## src/hdl/epc_pkg.sv

```systemverilog
// ----------------------------------------------------------------------------
// epc_pkg
// Shared types and constants of the Euler path existence check.
// ----------------------------------------------------------------------------
package epc_pkg;

	localparam int LETTER_W = 5;
	localparam int COUNT_OUT_W = 5;
	localparam logic [COUNT_OUT_W-1:0] LETTERS_MAX = '1;

	localparam logic CMD_ADD = 1'b0;
	localparam logic CMD_EVAL = 1'b1;

	typedef enum logic [1:0] {
		ST_IDLE,
		ST_ADD,
		ST_EVAL,
		ST_FIN
	} epc_state_t;

	typedef struct packed {
		logic item_ready;
		logic eval_start;
		logic add_wr;
		logic issue_en;
		logic sweep_end;
		logic fin_load;
	} epc_ctrl_t;

endpackage

```

## src/hdl/epc_if.sv

```systemverilog
// ----------------------------------------------------------------------------
// epc_item_if / epc_result_if
// Valid/ready channels carrying input words and result words.
// ----------------------------------------------------------------------------
interface epc_item_if;
	logic valid;
	logic ready;
	logic cmd;
	logic [epc_pkg::LETTER_W-1:0] first_letter;
	logic [epc_pkg::LETTER_W-1:0] last_letter;

	modport source (output valid, cmd, first_letter, last_letter, input ready);
	modport sink (input valid, cmd, first_letter, last_letter, output ready);
endinterface

interface epc_result_if;
	logic valid;
	logic ready;
	logic ordering_possible;
	logic [epc_pkg::COUNT_OUT_W-1:0] letters_used;

	modport source (output valid, ordering_possible, letters_used, input ready);
	modport sink (input valid, ordering_possible, letters_used, output ready);
endinterface

```

## src/hdl/epc_ram.sv

```systemverilog
// ----------------------------------------------------------------------------
// epc_ram
// Simple dual-port RAM, one write and one registered read port.
// ----------------------------------------------------------------------------
module epc_ram #(
	parameter int WIDTH = 16,
	parameter int DEPTH = 26
) (
	input  logic                     clk,
	input  logic                     we,
	input  logic [$clog2(DEPTH)-1:0] waddr,
	input  logic [WIDTH-1:0]         wdata,
	input  logic [$clog2(DEPTH)-1:0] raddr,
	output logic [WIDTH-1:0]         rdata
);

	logic [WIDTH-1:0] mem_q [DEPTH];

	always_ff @(posedge clk) begin
		if (we) begin
			mem_q[waddr] <= wdata;
		end
		rdata <= mem_q[raddr];
	end

endmodule

```

## src/hdl/euler_path_existence_check.sv

```systemverilog
// ----------------------------------------------------------------------------
// euler_path_existence_check
// Collects directed letter edges and decides whether an Eulerian path exists.
// ----------------------------------------------------------------------------
// An add word reads the node's degree/adjacency entry when it is taken and
// writes it back in ST_ADD; an add with a letter out of range is taken and dropped.
// An evaluate word walks the node tables through their single read port, one
// node per cycle, in sweeps over all ALPHABET nodes; the first sweep checks the
// degrees and counts letters, and sweeps repeat until the reached set stops
// growing, so 1 to ALPHABET sweeps; the store is then cleared when ST_FIN
// loads the result into the output register. The result sits there while the next
// word is taken; no reset clearing pass is needed.
module euler_path_existence_check #(
	parameter int ALPHABET = 26,
	parameter int COUNT_WIDTH = 16
) (
	input logic           clk,
	input logic           arst_n,
	epc_item_if.sink      item,
	epc_result_if.source  result
);

	localparam int AW = $clog2(ALPHABET);
	localparam int CNTW = $clog2(ALPHABET + 1);
	localparam int OW = COUNT_WIDTH + ALPHABET;
	localparam int EXTW = epc_pkg::COUNT_OUT_W + 1;
	localparam logic [epc_pkg::LETTER_W:0] ALPHA_L = (epc_pkg::LETTER_W + 1)'(ALPHABET);
	localparam logic [AW-1:0] LAST_IDX = AW'(ALPHABET - 1);

	epc_pkg::epc_state_t state_q, state_nx;
	epc_pkg::epc_ctrl_t  ctrl;

	logic [AW-1:0]       u_s1, v_s1;
	logic [ALPHABET-1:0] out_vld_q, in_vld_q, used_q, reached_q;
	logic [AW-1:0]       iss_q;
	logic                iss_active_q;
	logic                rd_vld_s1, rd_last_s1;
	logic [AW-1:0]       rd_idx_s1;
	logic                first_q, changed_q, bad_q, head_q, tail_q;
	logic [CNTW-1:0]     cnt_q;
	logic                oval_q, ok_q;
	logic [epc_pkg::COUNT_OUT_W-1:0] let_q;

	logic                 add_in_range;
	logic [AW-1:0]        out_raddr, in_raddr;
	logic                 out_we, in_we;
	logic [OW-1:0]        out_wdata, out_rdata;
	logic [COUNT_WIDTH-1:0] in_wdata, in_rdata;

	logic [COUNT_WIDTH-1:0] cur_out, cur_in;
	logic [ALPHABET-1:0]    cur_row, v_hot, i_hot, reached_nx;
	logic                   chg_now;
	logic [COUNT_WIDTH:0]   o_x, n_x;
	logic                   is_head, is_tail, is_bad;
	logic [EXTW-1:0]        cnt_x;

	assign add_in_range = ({1'b0, item.first_letter} < ALPHA_L)
		&& ({1'b0, item.last_letter} < ALPHA_L);

	// next state
	always_comb begin
		state_nx = state_q;
		case (state_q)
			epc_pkg::ST_IDLE: begin
				if (item.valid && item.cmd == epc_pkg::CMD_EVAL) begin
					state_nx = epc_pkg::ST_EVAL;
				end else if (item.valid && add_in_range) begin
					state_nx = epc_pkg::ST_ADD;
				end
			end
			epc_pkg::ST_ADD: state_nx = epc_pkg::ST_IDLE;
			epc_pkg::ST_EVAL: begin
				if (rd_vld_s1 && rd_last_s1 && !(changed_q || chg_now)) begin
					state_nx = epc_pkg::ST_FIN;
				end
			end
			epc_pkg::ST_FIN: begin
				if (!oval_q || result.ready) begin
					state_nx = epc_pkg::ST_IDLE;
				end
			end
			default: state_nx = epc_pkg::ST_IDLE;
		endcase
	end

	// control outputs
	always_comb begin
		ctrl = '0;
		case (state_q)
			epc_pkg::ST_IDLE: begin
				ctrl.item_ready = 1'b1;
				ctrl.eval_start = item.valid && item.cmd == epc_pkg::CMD_EVAL;
			end
			epc_pkg::ST_ADD: ctrl.add_wr = 1'b1;
			epc_pkg::ST_EVAL: begin
				ctrl.issue_en = iss_active_q;
				ctrl.sweep_end = rd_vld_s1 && rd_last_s1;
			end
			epc_pkg::ST_FIN: ctrl.fin_load = !oval_q || result.ready;
			default: ctrl = '0;
		endcase
	end

	assign item.ready = ctrl.item_ready;

	// memory ports
	assign out_raddr = (state_q == epc_pkg::ST_EVAL) ? iss_q : item.first_letter[AW-1:0];
	assign in_raddr = (state_q == epc_pkg::ST_EVAL) ? iss_q : item.last_letter[AW-1:0];

	always_comb begin
		v_hot = '0;
		v_hot[v_s1] = 1'b1;
		i_hot = '0;
		i_hot[rd_idx_s1] = 1'b1;
	end

	always_comb begin
		logic [AW-1:0] a_out, a_in;
		a_out = ctrl.add_wr ? u_s1 : rd_idx_s1;
		a_in = ctrl.add_wr ? v_s1 : rd_idx_s1;
		cur_out = out_vld_q[a_out] ? out_rdata[OW-1:ALPHABET] : '0;
		cur_row = out_vld_q[a_out] ? out_rdata[ALPHABET-1:0] : '0;
		cur_in = in_vld_q[a_in] ? in_rdata : '0;
	end

	assign out_we = ctrl.add_wr;
	assign in_we = ctrl.add_wr;
	assign out_wdata = {(&cur_out) ? cur_out : cur_out + 1'b1, cur_row | v_hot};
	assign in_wdata = (&cur_in) ? cur_in : cur_in + 1'b1;

	epc_ram #(.WIDTH(OW), .DEPTH(ALPHABET)) u_out_ram (
		.clk   (clk),
		.we    (out_we),
		.waddr (u_s1),
		.wdata (out_wdata),
		.raddr (out_raddr),
		.rdata (out_rdata)
	);

	epc_ram #(.WIDTH(COUNT_WIDTH), .DEPTH(ALPHABET)) u_in_ram (
		.clk   (clk),
		.we    (in_we),
		.waddr (v_s1),
		.wdata (in_wdata),
		.raddr (in_raddr),
		.rdata (in_rdata)
	);

	// sweep datapath: reach both ways along each stored row
	assign reached_nx = reached_q | (reached_q[rd_idx_s1] ? cur_row : '0)
		| (|(cur_row & reached_q) ? i_hot : '0);
	assign chg_now = rd_vld_s1 && (reached_nx != reached_q);

	assign o_x = {1'b0, cur_out};
	assign n_x = {1'b0, cur_in};
	assign is_head = o_x == n_x + 1'b1;
	assign is_tail = n_x == o_x + 1'b1;
	assign is_bad = (o_x != n_x) && !is_head && !is_tail;

	assign cnt_x = EXTW'(cnt_q);

	always_ff @(posedge clk or negedge arst_n) begin
		if (!arst_n) begin
			state_q <= epc_pkg::ST_IDLE;
			out_vld_q <= '0;
			in_vld_q <= '0;
			used_q <= '0;
			reached_q <= '0;
			iss_q <= '0;
			iss_active_q <= 1'b0;
			rd_vld_s1 <= 1'b0;
			first_q <= 1'b0;
			changed_q <= 1'b0;
			bad_q <= 1'b0;
			head_q <= 1'b0;
			tail_q <= 1'b0;
			cnt_q <= '0;
			oval_q <= 1'b0;
		end else begin
			state_q <= state_nx;
			rd_vld_s1 <= ctrl.issue_en;

			if (ctrl.add_wr) begin
				out_vld_q[u_s1] <= 1'b1;
				in_vld_q[v_s1] <= 1'b1;
				used_q[u_s1] <= 1'b1;
				used_q[v_s1] <= 1'b1;
			end

			if (ctrl.eval_start) begin
				reached_q <= used_q & (~used_q + 1'b1);
				iss_q <= '0;
				iss_active_q <= 1'b1;
				first_q <= 1'b1;
				changed_q <= 1'b0;
				bad_q <= 1'b0;
				head_q <= 1'b0;
				tail_q <= 1'b0;
				cnt_q <= '0;
			end else if (ctrl.issue_en) begin
				if (iss_q == LAST_IDX) begin
					iss_active_q <= 1'b0;
				end else begin
					iss_q <= iss_q + 1'b1;
				end
			end

			if (rd_vld_s1) begin
				reached_q <= reached_nx;
				if (first_q) begin
					if (is_bad || (is_head && head_q) || (is_tail && tail_q)) begin
						bad_q <= 1'b1;
					end
					if (is_head) begin
						head_q <= 1'b1;
					end
					if (is_tail) begin
						tail_q <= 1'b1;
					end
					if (used_q[rd_idx_s1]) begin
						cnt_q <= cnt_q + 1'b1;
					end
				end
				if (ctrl.sweep_end) begin
					first_q <= 1'b0;
					changed_q <= 1'b0;
					if (changed_q || chg_now) begin
						iss_q <= '0;
						iss_active_q <= 1'b1;
					end
				end else if (chg_now) begin
					changed_q <= 1'b1;
				end
			end

			if (ctrl.fin_load) begin
				oval_q <= 1'b1;
				out_vld_q <= '0;
				in_vld_q <= '0;
				used_q <= '0;
				reached_q <= '0;
			end else if (result.valid && result.ready) begin
				oval_q <= 1'b0;
			end
		end
	end

	always_ff @(posedge clk) begin
		if (item.valid && ctrl.item_ready) begin
			u_s1 <= item.first_letter[AW-1:0];
			v_s1 <= item.last_letter[AW-1:0];
		end
		rd_idx_s1 <= iss_q;
		rd_last_s1 <= iss_q == LAST_IDX;
		if (ctrl.fin_load) begin
			ok_q <= !bad_q && ((reached_q & used_q) == used_q);
			let_q <= (cnt_x > EXTW'(epc_pkg::LETTERS_MAX)) ? epc_pkg::LETTERS_MAX
				: cnt_x[epc_pkg::COUNT_OUT_W-1:0];
		end
	end

	assign result.valid = oval_q;
	assign result.ordering_possible = ok_q;
	assign result.letters_used = let_q;

endmodule

```

## src/flat_wrapper.sv

```systemverilog
// flat-port wrapper written by rule: the top's interface ports become plain ports
module euler_path_existence_check_flat 
#(
	parameter int ALPHABET = 26,
	parameter int COUNT_WIDTH = 16
)
  (clk, arst_n, item_valid, item_cmd, item_first_letter, item_last_letter, item_ready, result_valid, result_ordering_possible, result_letters_used, result_ready);
  epc_item_if item_i ();
  epc_result_if result_i ();
  input logic clk;
  input logic arst_n;
  input wire logic [$bits(item_i.valid)-1:0] item_valid;
  input wire logic [$bits(item_i.cmd)-1:0] item_cmd;
  input wire logic [$bits(item_i.first_letter)-1:0] item_first_letter;
  input wire logic [$bits(item_i.last_letter)-1:0] item_last_letter;
  output wire logic [$bits(item_i.ready)-1:0] item_ready;
  output wire logic [$bits(result_i.valid)-1:0] result_valid;
  output wire logic [$bits(result_i.ordering_possible)-1:0] result_ordering_possible;
  output wire logic [$bits(result_i.letters_used)-1:0] result_letters_used;
  input wire logic [$bits(result_i.ready)-1:0] result_ready;
  assign item_i.valid = item_valid;
  assign item_i.cmd = item_cmd;
  assign item_i.first_letter = item_first_letter;
  assign item_i.last_letter = item_last_letter;
  assign item_ready = item_i.ready;
  assign result_valid = result_i.valid;
  assign result_ordering_possible = result_i.ordering_possible;
  assign result_letters_used = result_i.letters_used;
  assign result_i.ready = result_ready;
  euler_path_existence_check #(.ALPHABET(ALPHABET), .COUNT_WIDTH(COUNT_WIDTH)) u_core (.clk(clk), .arst_n(arst_n), .item(item_i), .result(result_i));
endmodule
```

## config.mk

```make
export PLATFORM = sky130hd
export DESIGN_NAME = euler_path_existence_check_flat
export DESIGN_NICKNAME = d
export VERILOG_FILES = /design/src/hdl/epc_pkg.sv /design/src/hdl/epc_if.sv /design/src/hdl/epc_ram.sv /design/src/hdl/euler_path_existence_check.sv /design/src/flat_wrapper.sv
export SDC_FILE = /design/constraint.sdc
export NUM_CORES = 2
export LEC_CHECK = 0
export BUFFER_PORTS_ARGS = -buffer_cell sky130_fd_sc_hd__buf_2
export CAP_MARGIN = 10
export CORE_MARGIN = 3
export CORE_UTILIZATION = 57
export CTS_CLUSTER_DIAMETER = 120
export CTS_CLUSTER_SIZE = 25
export DETAILED_ROUTE_END_ITERATION = 12
export GPL_TIMING_DRIVEN = 0
export PLACE_DENSITY = 0.82
export SYNTH_ARGS = -nofsm -noshare
export SYNTH_HDL_FRONTEND = slang
export SYNTH_SLANG_ARGS = --single-unit
export TNS_END_PERCENT = 50
```

## constraint.sdc

```tcl
create_clock -name clk -period 4.9 [get_ports clk]
set_input_delay 0.49 -clock clk [delete_from_list [all_inputs] [get_ports clk]]
set_output_delay 0.49 -clock clk [all_outputs]
set_load 0.01 [all_outputs]
```

Yosys cells after proc, flatten, opt, wreduce, memory -nomap -nowiden
Memories as Yosys holds them, arrays and structs flattened. A register that Yosys moved wholly into a read port is not among the register bits.
Cells that the tools add are included.
{ "word_totals": {"regBits": 146, "mem_bits_rw": 1508, "output_inout_bits": 8, "wordCells": 179, "n_memories": 2} }
{ "memory_table": {"columns": ["memory", "depth", "word_bits", "read_ports", "rd_ports_with_merged_regs", "wr", "line_no", "source"], "rows": [
  ["u_core.u_out_ram.mem_q", 26, 42, 1, 1, 1, "epc_ram.sv:17", "logic [WIDTH-1:0] mem_q [DEPTH];"],
  ["u_core.u_in_ram.mem_q", 26, 16, 1, 1, 1, "epc_ram.sv:17", null]
]} }
{ "classes": {"add_sub_neg": 7, "n_lt_le_gt_ge": 11, "n_eq_ne": 12, "n_mux": 82, "n_bitwise": 11, "reduce_logical": 33} }
{ "op_table": {"columns": ["op", "count"], "rows": [
  ["26-bit two-way mux", 12],
  ["26-bit bitwise OR", 7],
  ["26-bit AND", 3],
  ["5-bit two-way mux", 14],
  ["16-bit two-way mux", 4],
  ["1-bit two-way mux", 38],
  ["16-bit by 1-bit adder with 17-bit output, second input constant", 2],
  ["16-bit by 17-bit == test with 1-bit output", 2],
  ["16-bit by 1-bit adder with 16-bit output, second input constant", 2],
  ["16-bit AND reduction", 2],
  ["5-bit by 6-bit less-than comparator with 1-bit output, second input constant", 5],
  ["26-bit by 1-bit adder with 26-bit output, second input constant", 1],
  ["26-bit == test", 1],
  ["26-bit inequality test", 1],
  ["26-bit NOT", 1],
  ["26-bit OR reduction", 1],
  ["1-bit binary-select mux with 5-bit select", 4],
  ["1-bit logical AND", 16],
  ["16-bit inequality test", 1],
  ["1-bit demux with 5-bit select", 3],
  ["5-bit by 1-bit greater-or-equal comparator with 1-bit output, second input constant", 3],
  ["2-bit two-way mux", 6],
  ["5-bit by 1-bit adder with 5-bit output, second input constant", 2],
  ["5-bit less-than comparator, second input constant", 2],
  ["13 further kinds", 23]
]} }

Logic depth before layout (Yosys ltp)
{ "depth": {"word_depth": 17, "ltp_mapped": 25, "mapped_depth_nobuf": 20} }

By module
Synthesis repeated with hierarchy kept, for this count alone.
{ "hier_totals": {"cells_unflattened": 3969, "hier_area_um2": 70109.7} }
{ "by_module_without_submodules": {"columns": ["mod", "n_inst", "cells_each", "area_per_inst_um2", "seq_area_each_um2"], "rows": [
  ["epc_ram at u_core.u_out_ram", 1, 1821, 42431.9, 33632.3],
  ["epc_ram at u_core.u_in_ram", 1, 810, 16595.9, 12812.3],
  ["euler_path_existence_check", 1, 1338, 11081.9, 3703.6]
]} }

Worst setup path after synthesis
OpenSTA, ideal clock, no wires.
{ "synth_timing": {"path_type": "register -> register", "from": "register u_core.state_q[1]", "to": "register u_core.bad_q", "setup_time_ps": 90, "arrival_time_ps": 5165, "t_required_ps": 4810, "slack_ps": -355, "path_stages_with_launch": 24, "n_path_buf": 5, "synth_period_minus_slack_ps": 5255, "path_cell_list": "dfrtp_1 -> nand2b_1 -> buf_4 -> buf_6 -> clkbuf_1 -> a211oi_1 -> a211oi_1 -> a221oi_1 -> a211oi_2 -> a21oi_2 -> clkbuf_1 -> clkbuf_1 -> and2_1 -> ha_1 -> nand4_1 -> nor2_1 -> and3_1 -> and3_1 -> xor2_1 -> or4bb_1 -> a2111oi_0 -> o2111ai_1 -> or3_1 -> o2111ai_1"} }
{ "synth_via": {"elab_chain_cells": 16, "word_cells_on_any_way": 29, "cone_classes": "add/sub: 2; eq/ne: 4; mux: 14; reduce/logical: 9"} }
{ "synth_lines": {"columns": ["item", "line_no", "source"], "rows": [
  ["from (decl)", "euler_path_existence_check.sv:30", "epc_pkg::epc_state_t state_q, state_nx;"],
  ["from (signal assigned)", "euler_path_existence_check.sv:164", "state_q <= epc_pkg::ST_IDLE;"],
  ["from (signal assigned)", "euler_path_existence_check.sv:180", "state_q <= state_nx;"],
  ["2-bit by 1-bit == test with 1-bit output", "euler_path_existence_check.sv:89", "case (state_q)"],
  ["1-bit two-way mux", "euler_path_existence_check.sv:89", null],
  ["5-bit two-way mux", "euler_path_existence_check.sv:120", "a_in = ctrl.add_wr ? v_s1 : rd_idx_s1;"],
  ["1-bit binary-select mux with 5-bit select", "euler_path_existence_check.sv:123", "cur_in = in_vld_q[a_in] ? in_rdata : '0;"],
  ["1-bit two-way mux (not written as such)", "euler_path_existence_check.sv:123", null],
  ["16-bit two-way mux", "euler_path_existence_check.sv:123", null],
  ["16-bit by 1-bit adder with 17-bit output", "euler_path_existence_check.sv:156", "assign is_head = o_x == n_x + 1'b1;"],
  ["16-bit by 17-bit == test with 1-bit output", "euler_path_existence_check.sv:156", null],
  ["1-bit logical NOT", "euler_path_existence_check.sv:158", "assign is_bad = (o_x != n_x) && !is_head && !is_tail;"],
  ["1-bit logical AND (2 in a row)", "euler_path_existence_check.sv:158", null],
  ["1-bit logical OR (2 in a row)", "euler_path_existence_check.sv:211", "if (is_bad || (is_head && head_q) || (is_tail && tail_q)) begin"],
  ["1-bit two-way mux", "euler_path_existence_check.sv:211", null],
  ["1-bit two-way mux", "euler_path_existence_check.sv:210", "if (first_q) begin"],
  ["1-bit two-way mux (*)", "euler_path_existence_check.sv:208", "if (rd_vld_s1) begin"],
  ["to (signal assigned)", "euler_path_existence_check.sv:174", "bad_q <= 1'b0;"],
  ["to (signal assigned)", "euler_path_existence_check.sv:196", "bad_q <= 1'b0;"],
  ["to (signal assigned)", "euler_path_existence_check.sv:212", "bad_q <= 1'b1;"],
  ["to (decl)", "euler_path_existence_check.sv:39", "logic first_q, changed_q, bad_q, head_q, tail_q;"]
]} }
Every way passes the cells marked *; elsewhere a longest branch is shown, timed or not. The select of a mux whose other input is x is not followed.
A chain may end at the register's enable or synchronous reset.

Worst setup path in the final report
Same ends and word-level chain as after synthesis.

==> results.sh <==
export IMPL_clock_latency_ns=0.73
export IMPL_start_util=0.577
export IMPL_cap_violations=0
export IMPL_synth_cells=4273
export IMPL_ys_seq_elements=1712
export IMPL_cp_cell_sequence="and3b_2 > a21o_2 > mux2i_1 > a221oi_4 > a211oi_4 > a21oi_4 > clkbuf_16 > and2_4 > ha_4 > nand4_1 > nor2_4 > and3_4 > and3_4 > xor2_4 > or4bb_1 > a2111oi_4 > o2111ai_1 > buf_4 > or3_1 > o2111ai_2"
export IMPL_critPathMaxStageDelay_ns=0.54
export IMPL_power_density_mw_per_mm2=685
export IMPL_gp_congestion=0.981
export IMPL_stdcell_count=6207
export IMPL_grt_max_degree=101
export IMPL_cts_sinks=1712
export IMPL_wl_per_cell_um=32.6
export IMPL_path_common_cell="and3_4"
export IMPL_grt_pass1_vias=42728
export IMPL_synthTopCellsByArea="edfxtp_1 66%, mux4_2 12%, dfrtp_1 4.5%"
export IMPL_cts_root_buf="clkbuf_16"
export IMPL_crit_path_start_kind="flop"
export IMPL_clk_pin_slew_ns=0.12
export IMPL_p_leak_uw=0.0259
export IMPL_core_mm2=0.120
export IMPL_io_buffers=22
export IMPL_vias=43227
export IMPL_dieArea_mm2=0.126
export IMPL_fmax_ghz=0.193
export IMPL_syn_area_mm2=0.0695
export IMPL_yosysTopAreaCell="edfxtp_1"
export IMPL_crit_path_max_fanout=8
export IMPL_io_pins=23
export IMPL_hold_class="in2reg"
export IMPL_n_fill_cell=7937
export IMPL_critPathTopFamily="simple AND/OR/NAND/NOR gates"
export IMPL_drive_gt1_frac=0.183
export IMPL_async_flop_share=0.0724
export IMPL_fin_skew_ns=0.0569
export IMPL_worstSetupPathType="reg2reg"
export IMPL_worst_pin_slew_ns=1.35
export IMPL_worst_slack_ns=-0.284
export IMPL_detail_route_wirelength_mm=202
export IMPL_cts_tree="built"
export IMPL_die_x_um=355
export IMPL_cpMaxStageDelayCell="or4bb_1"
export IMPL_fin_nets=4547
export IMPL_slew_violations=0
export IMPL_crit_required_ns=5.53
export IMPL_finalCritPeriodShare=1.06
export IMPL_vias_per_cell=6.96
export IMPL_arrival_ns=5.81
export IMPL_vdd_ir_drop_max_mv=0.539
export IMPL_area_delta_synth_final_pct=11.1
export IMPL_htree_levels=3
export IMPL_num_rows=127
export IMPL_firstDrtPassIters=9
export IMPL_ys_warn_count=0
export IMPL_rsz0062_at_grt="yes"
export IMPL_detail_route_antenna_nets=0
export IMPL_placed_area_mm2=0.0740
export IMPL_violations="setup timing"
export IMPL_fin_hold_ws_ns=0.0221
export IMPL_avgSynthCellArea_um2=16.3
export IMPL_synth_distinct_cells=84
export IMPL_finalSetupViolCount=21
export IMPL_drt_iter0_drc=6920
export IMPL_design_area_mm2=0.0773
export IMPL_antenna_found_initial=6
export IMPL_seq_area_frac_synth=0.721
export IMPL_dp_cells=6018
export IMPL_max_clock_path_buffers=3
export IMPL_status="complete, but fails checks"
export IMPL_die_y_um=355
export IMPL_drc=0
export IMPL_synth_flop_cell="edfxtp_1"
export IMPL_synth_edf_count=1524
export IMPL_hold_viol=0
export IMPL_min_period_ns=5.18
export IMPL_cp_end_kind="flop"
export IMPL_hpwlAfterDp_mm=133
export IMPL_cts_made_buffers=79
export IMPL_slew_headroom=0.100
export IMPL_synth_top_area_frac=0.658
export IMPL_synth_nets=4294
export IMPL_grt_usage=0.317
export IMPL_cp_buffers_inverters=2
export IMPL_grt_overflow_total=0
export IMPL_grt_pass1_wl_mm=291
[metrics by stage]
stage	setup TNS, ns	power [uW]	util	worst slack, ns
finish	-1.09	52900	0.642	-0.284
global route	-2.34	54600	0.641	-0.372
CTS	-0.231	51600	0.638	-0.213
detailed placement	-551.90	43400	0.614	-1.70
global placement	-2416.84	41800	0.595	-1.91
floorplan	-0.102	34600	-	-0.102
[state kept, by name (all words and copies together), names as in the netlist, 2 cells and up]
name	cells
u_core.used_q	26
u_core.v_s1	5
u_core.rd_idx_s1	5
u_core.u_in_ram.mem_q	416
u_core.result.letters_used	5
u_core.out_vld_q	26
u_core.u_out_ram.rdata	42
u_core.in_vld_q	26
u_core.reached_q	26
u_core.u_in_ram.rdata	16
u_core.cnt_q	5
u_core.u_out_ram.mem_q	1092
u_core.iss_q	5
u_core.state_q	2
u_core.u_s1	5
[logic make-up after synthesis]
logic type	Yosys count	synth area share
muxes	385	0.121
AOI/OAI and AO/OA	615	0.0571
DFF	1712	0.721
and+or+nand+nor	1175	0.0748
xor gates and xnor gates	53	0.00707
buffers and inverters	327	0.0179
adders and majority gates	6	0.00108
[power by group]
group | internal [uW] | total, uW | switching (uW)
registers | 20300 | 21500 | 1130
logic | 8030 | 23800 | 15800
clock network | 3160 | 7660 | 4500
total | 31500 | 52900 | 21400
[synth_stat cells, drive strengths merged, types with 24 or more instances]
cell / instances
xnor2: 34
dfrtp: 124
dfxtp: 64
a211o: 26
edfxtp: 1524
buf: 70
clkbuf: 193
a211oi: 30
o22ai: 24
mux4: 363
nor3: 40
o21ai: 124
a21o: 58
nand3: 208
inv: 62
nand2: 598
nor2: 184
a21oi: 192
[worst register-to-register path: stages (launching register included)]
cell	delay [ns]
dfrtp_2	0.47
and3b_2	0.38
a21o_2	0.29
mux2i_1	0.21
a221oi_4	0.39
a211oi_4	0.12
a21oi_4	0.19
clkbuf_16	0.20
and2_4	0.15
ha_4	0.14
nand4_1	0.17
nor2_4	0.19
and3_4	0.22
and3_4	0.23
xor2_4	0.08
or4bb_1	0.54
a2111oi_4	0.37
o2111ai_1	0.14
buf_4	0.18
or3_1	0.38
o2111ai_2	0.07
[cell type report]
| cell class | instances | area (um2) | area share |
|---|---|---|---|
| clock inverters | 9 | 160 | 0.00207 |
| well taps | 1612 | 2020 | 0.0261 |
| clock buffers | 128 | 2180 | 0.0282 |
| multi-input cells | 2234 | 19000 | 0.246 |
| diodes | 13 | 32.5 | 0.000421 |
| plain buffers | 255 | 1090 | 0.0141 |
| flip-flops and latches | 1712 | 50200 | 0.649 |
| inverters | 64 | 243 | 0.00314 |
| repair buffers | 180 | 2360 | 0.0305 |
[layout by cell type, fill, tap and decap left out, drive strengths merged, types with 13 or more instances in the layout]
master  instances
a211o          26
a211oi         30
a21o           58
a21oi         192
a221oi         23
a22o           16
a22oi          19
a31oi          21
and2           15
and3           13
buf           237
clkbuf        318
dfrtp         124
dfxtp          64
diode          13
edfxtp       1524
inv            70
mux2i          13
mux4          363
nand2         598
nand2b         13
nand3         208
nand4          19
nor2          184
nor3           40
o21ai         124
o22ai          24
or3            15
xnor2          34
xor2           17
[metal layers]
metal / up-vias / part of all wire / GRT usage
met4: 2 / 0.069 / 0.180
met1: 21586 / 0.33 / 0.412
met5: - / 0.000064 / 0.0127
li1: 17136 / - / -
met2: 3712 / 0.47 / 0.495
met3: 791 / 0.13 / 0.0778
[final timing paths]
check,start,slack [ns],end,cells after the start
max,u_core.state_q[1],-0.28,u_core.bad_q,20
min,item_first_letter[0],0.02,u_core.u_s1[0],1
max reg2reg,u_core.state_q[1],-0.28,u_core.bad_q,20
min reg2reg,u_core.iss_q[4],0.48,u_core.rd_idx_s1[4],0
max in group asynchronous,arst_n,3.89,u_core.out_vld_q[10],3
min in group asynchronous,arst_n,0.19,u_core.reached_q[0],2
[repair_timing]
item,in CTS,in global routing
endpoints found under the hold margin,25,0
hold buffers,2,0
pin swaps,18,26
resized for setup,77,76
setup buffers,22,19
setup endpoints to repair,1038,500
No activity file was read; power rests on OpenSTA's default activity.
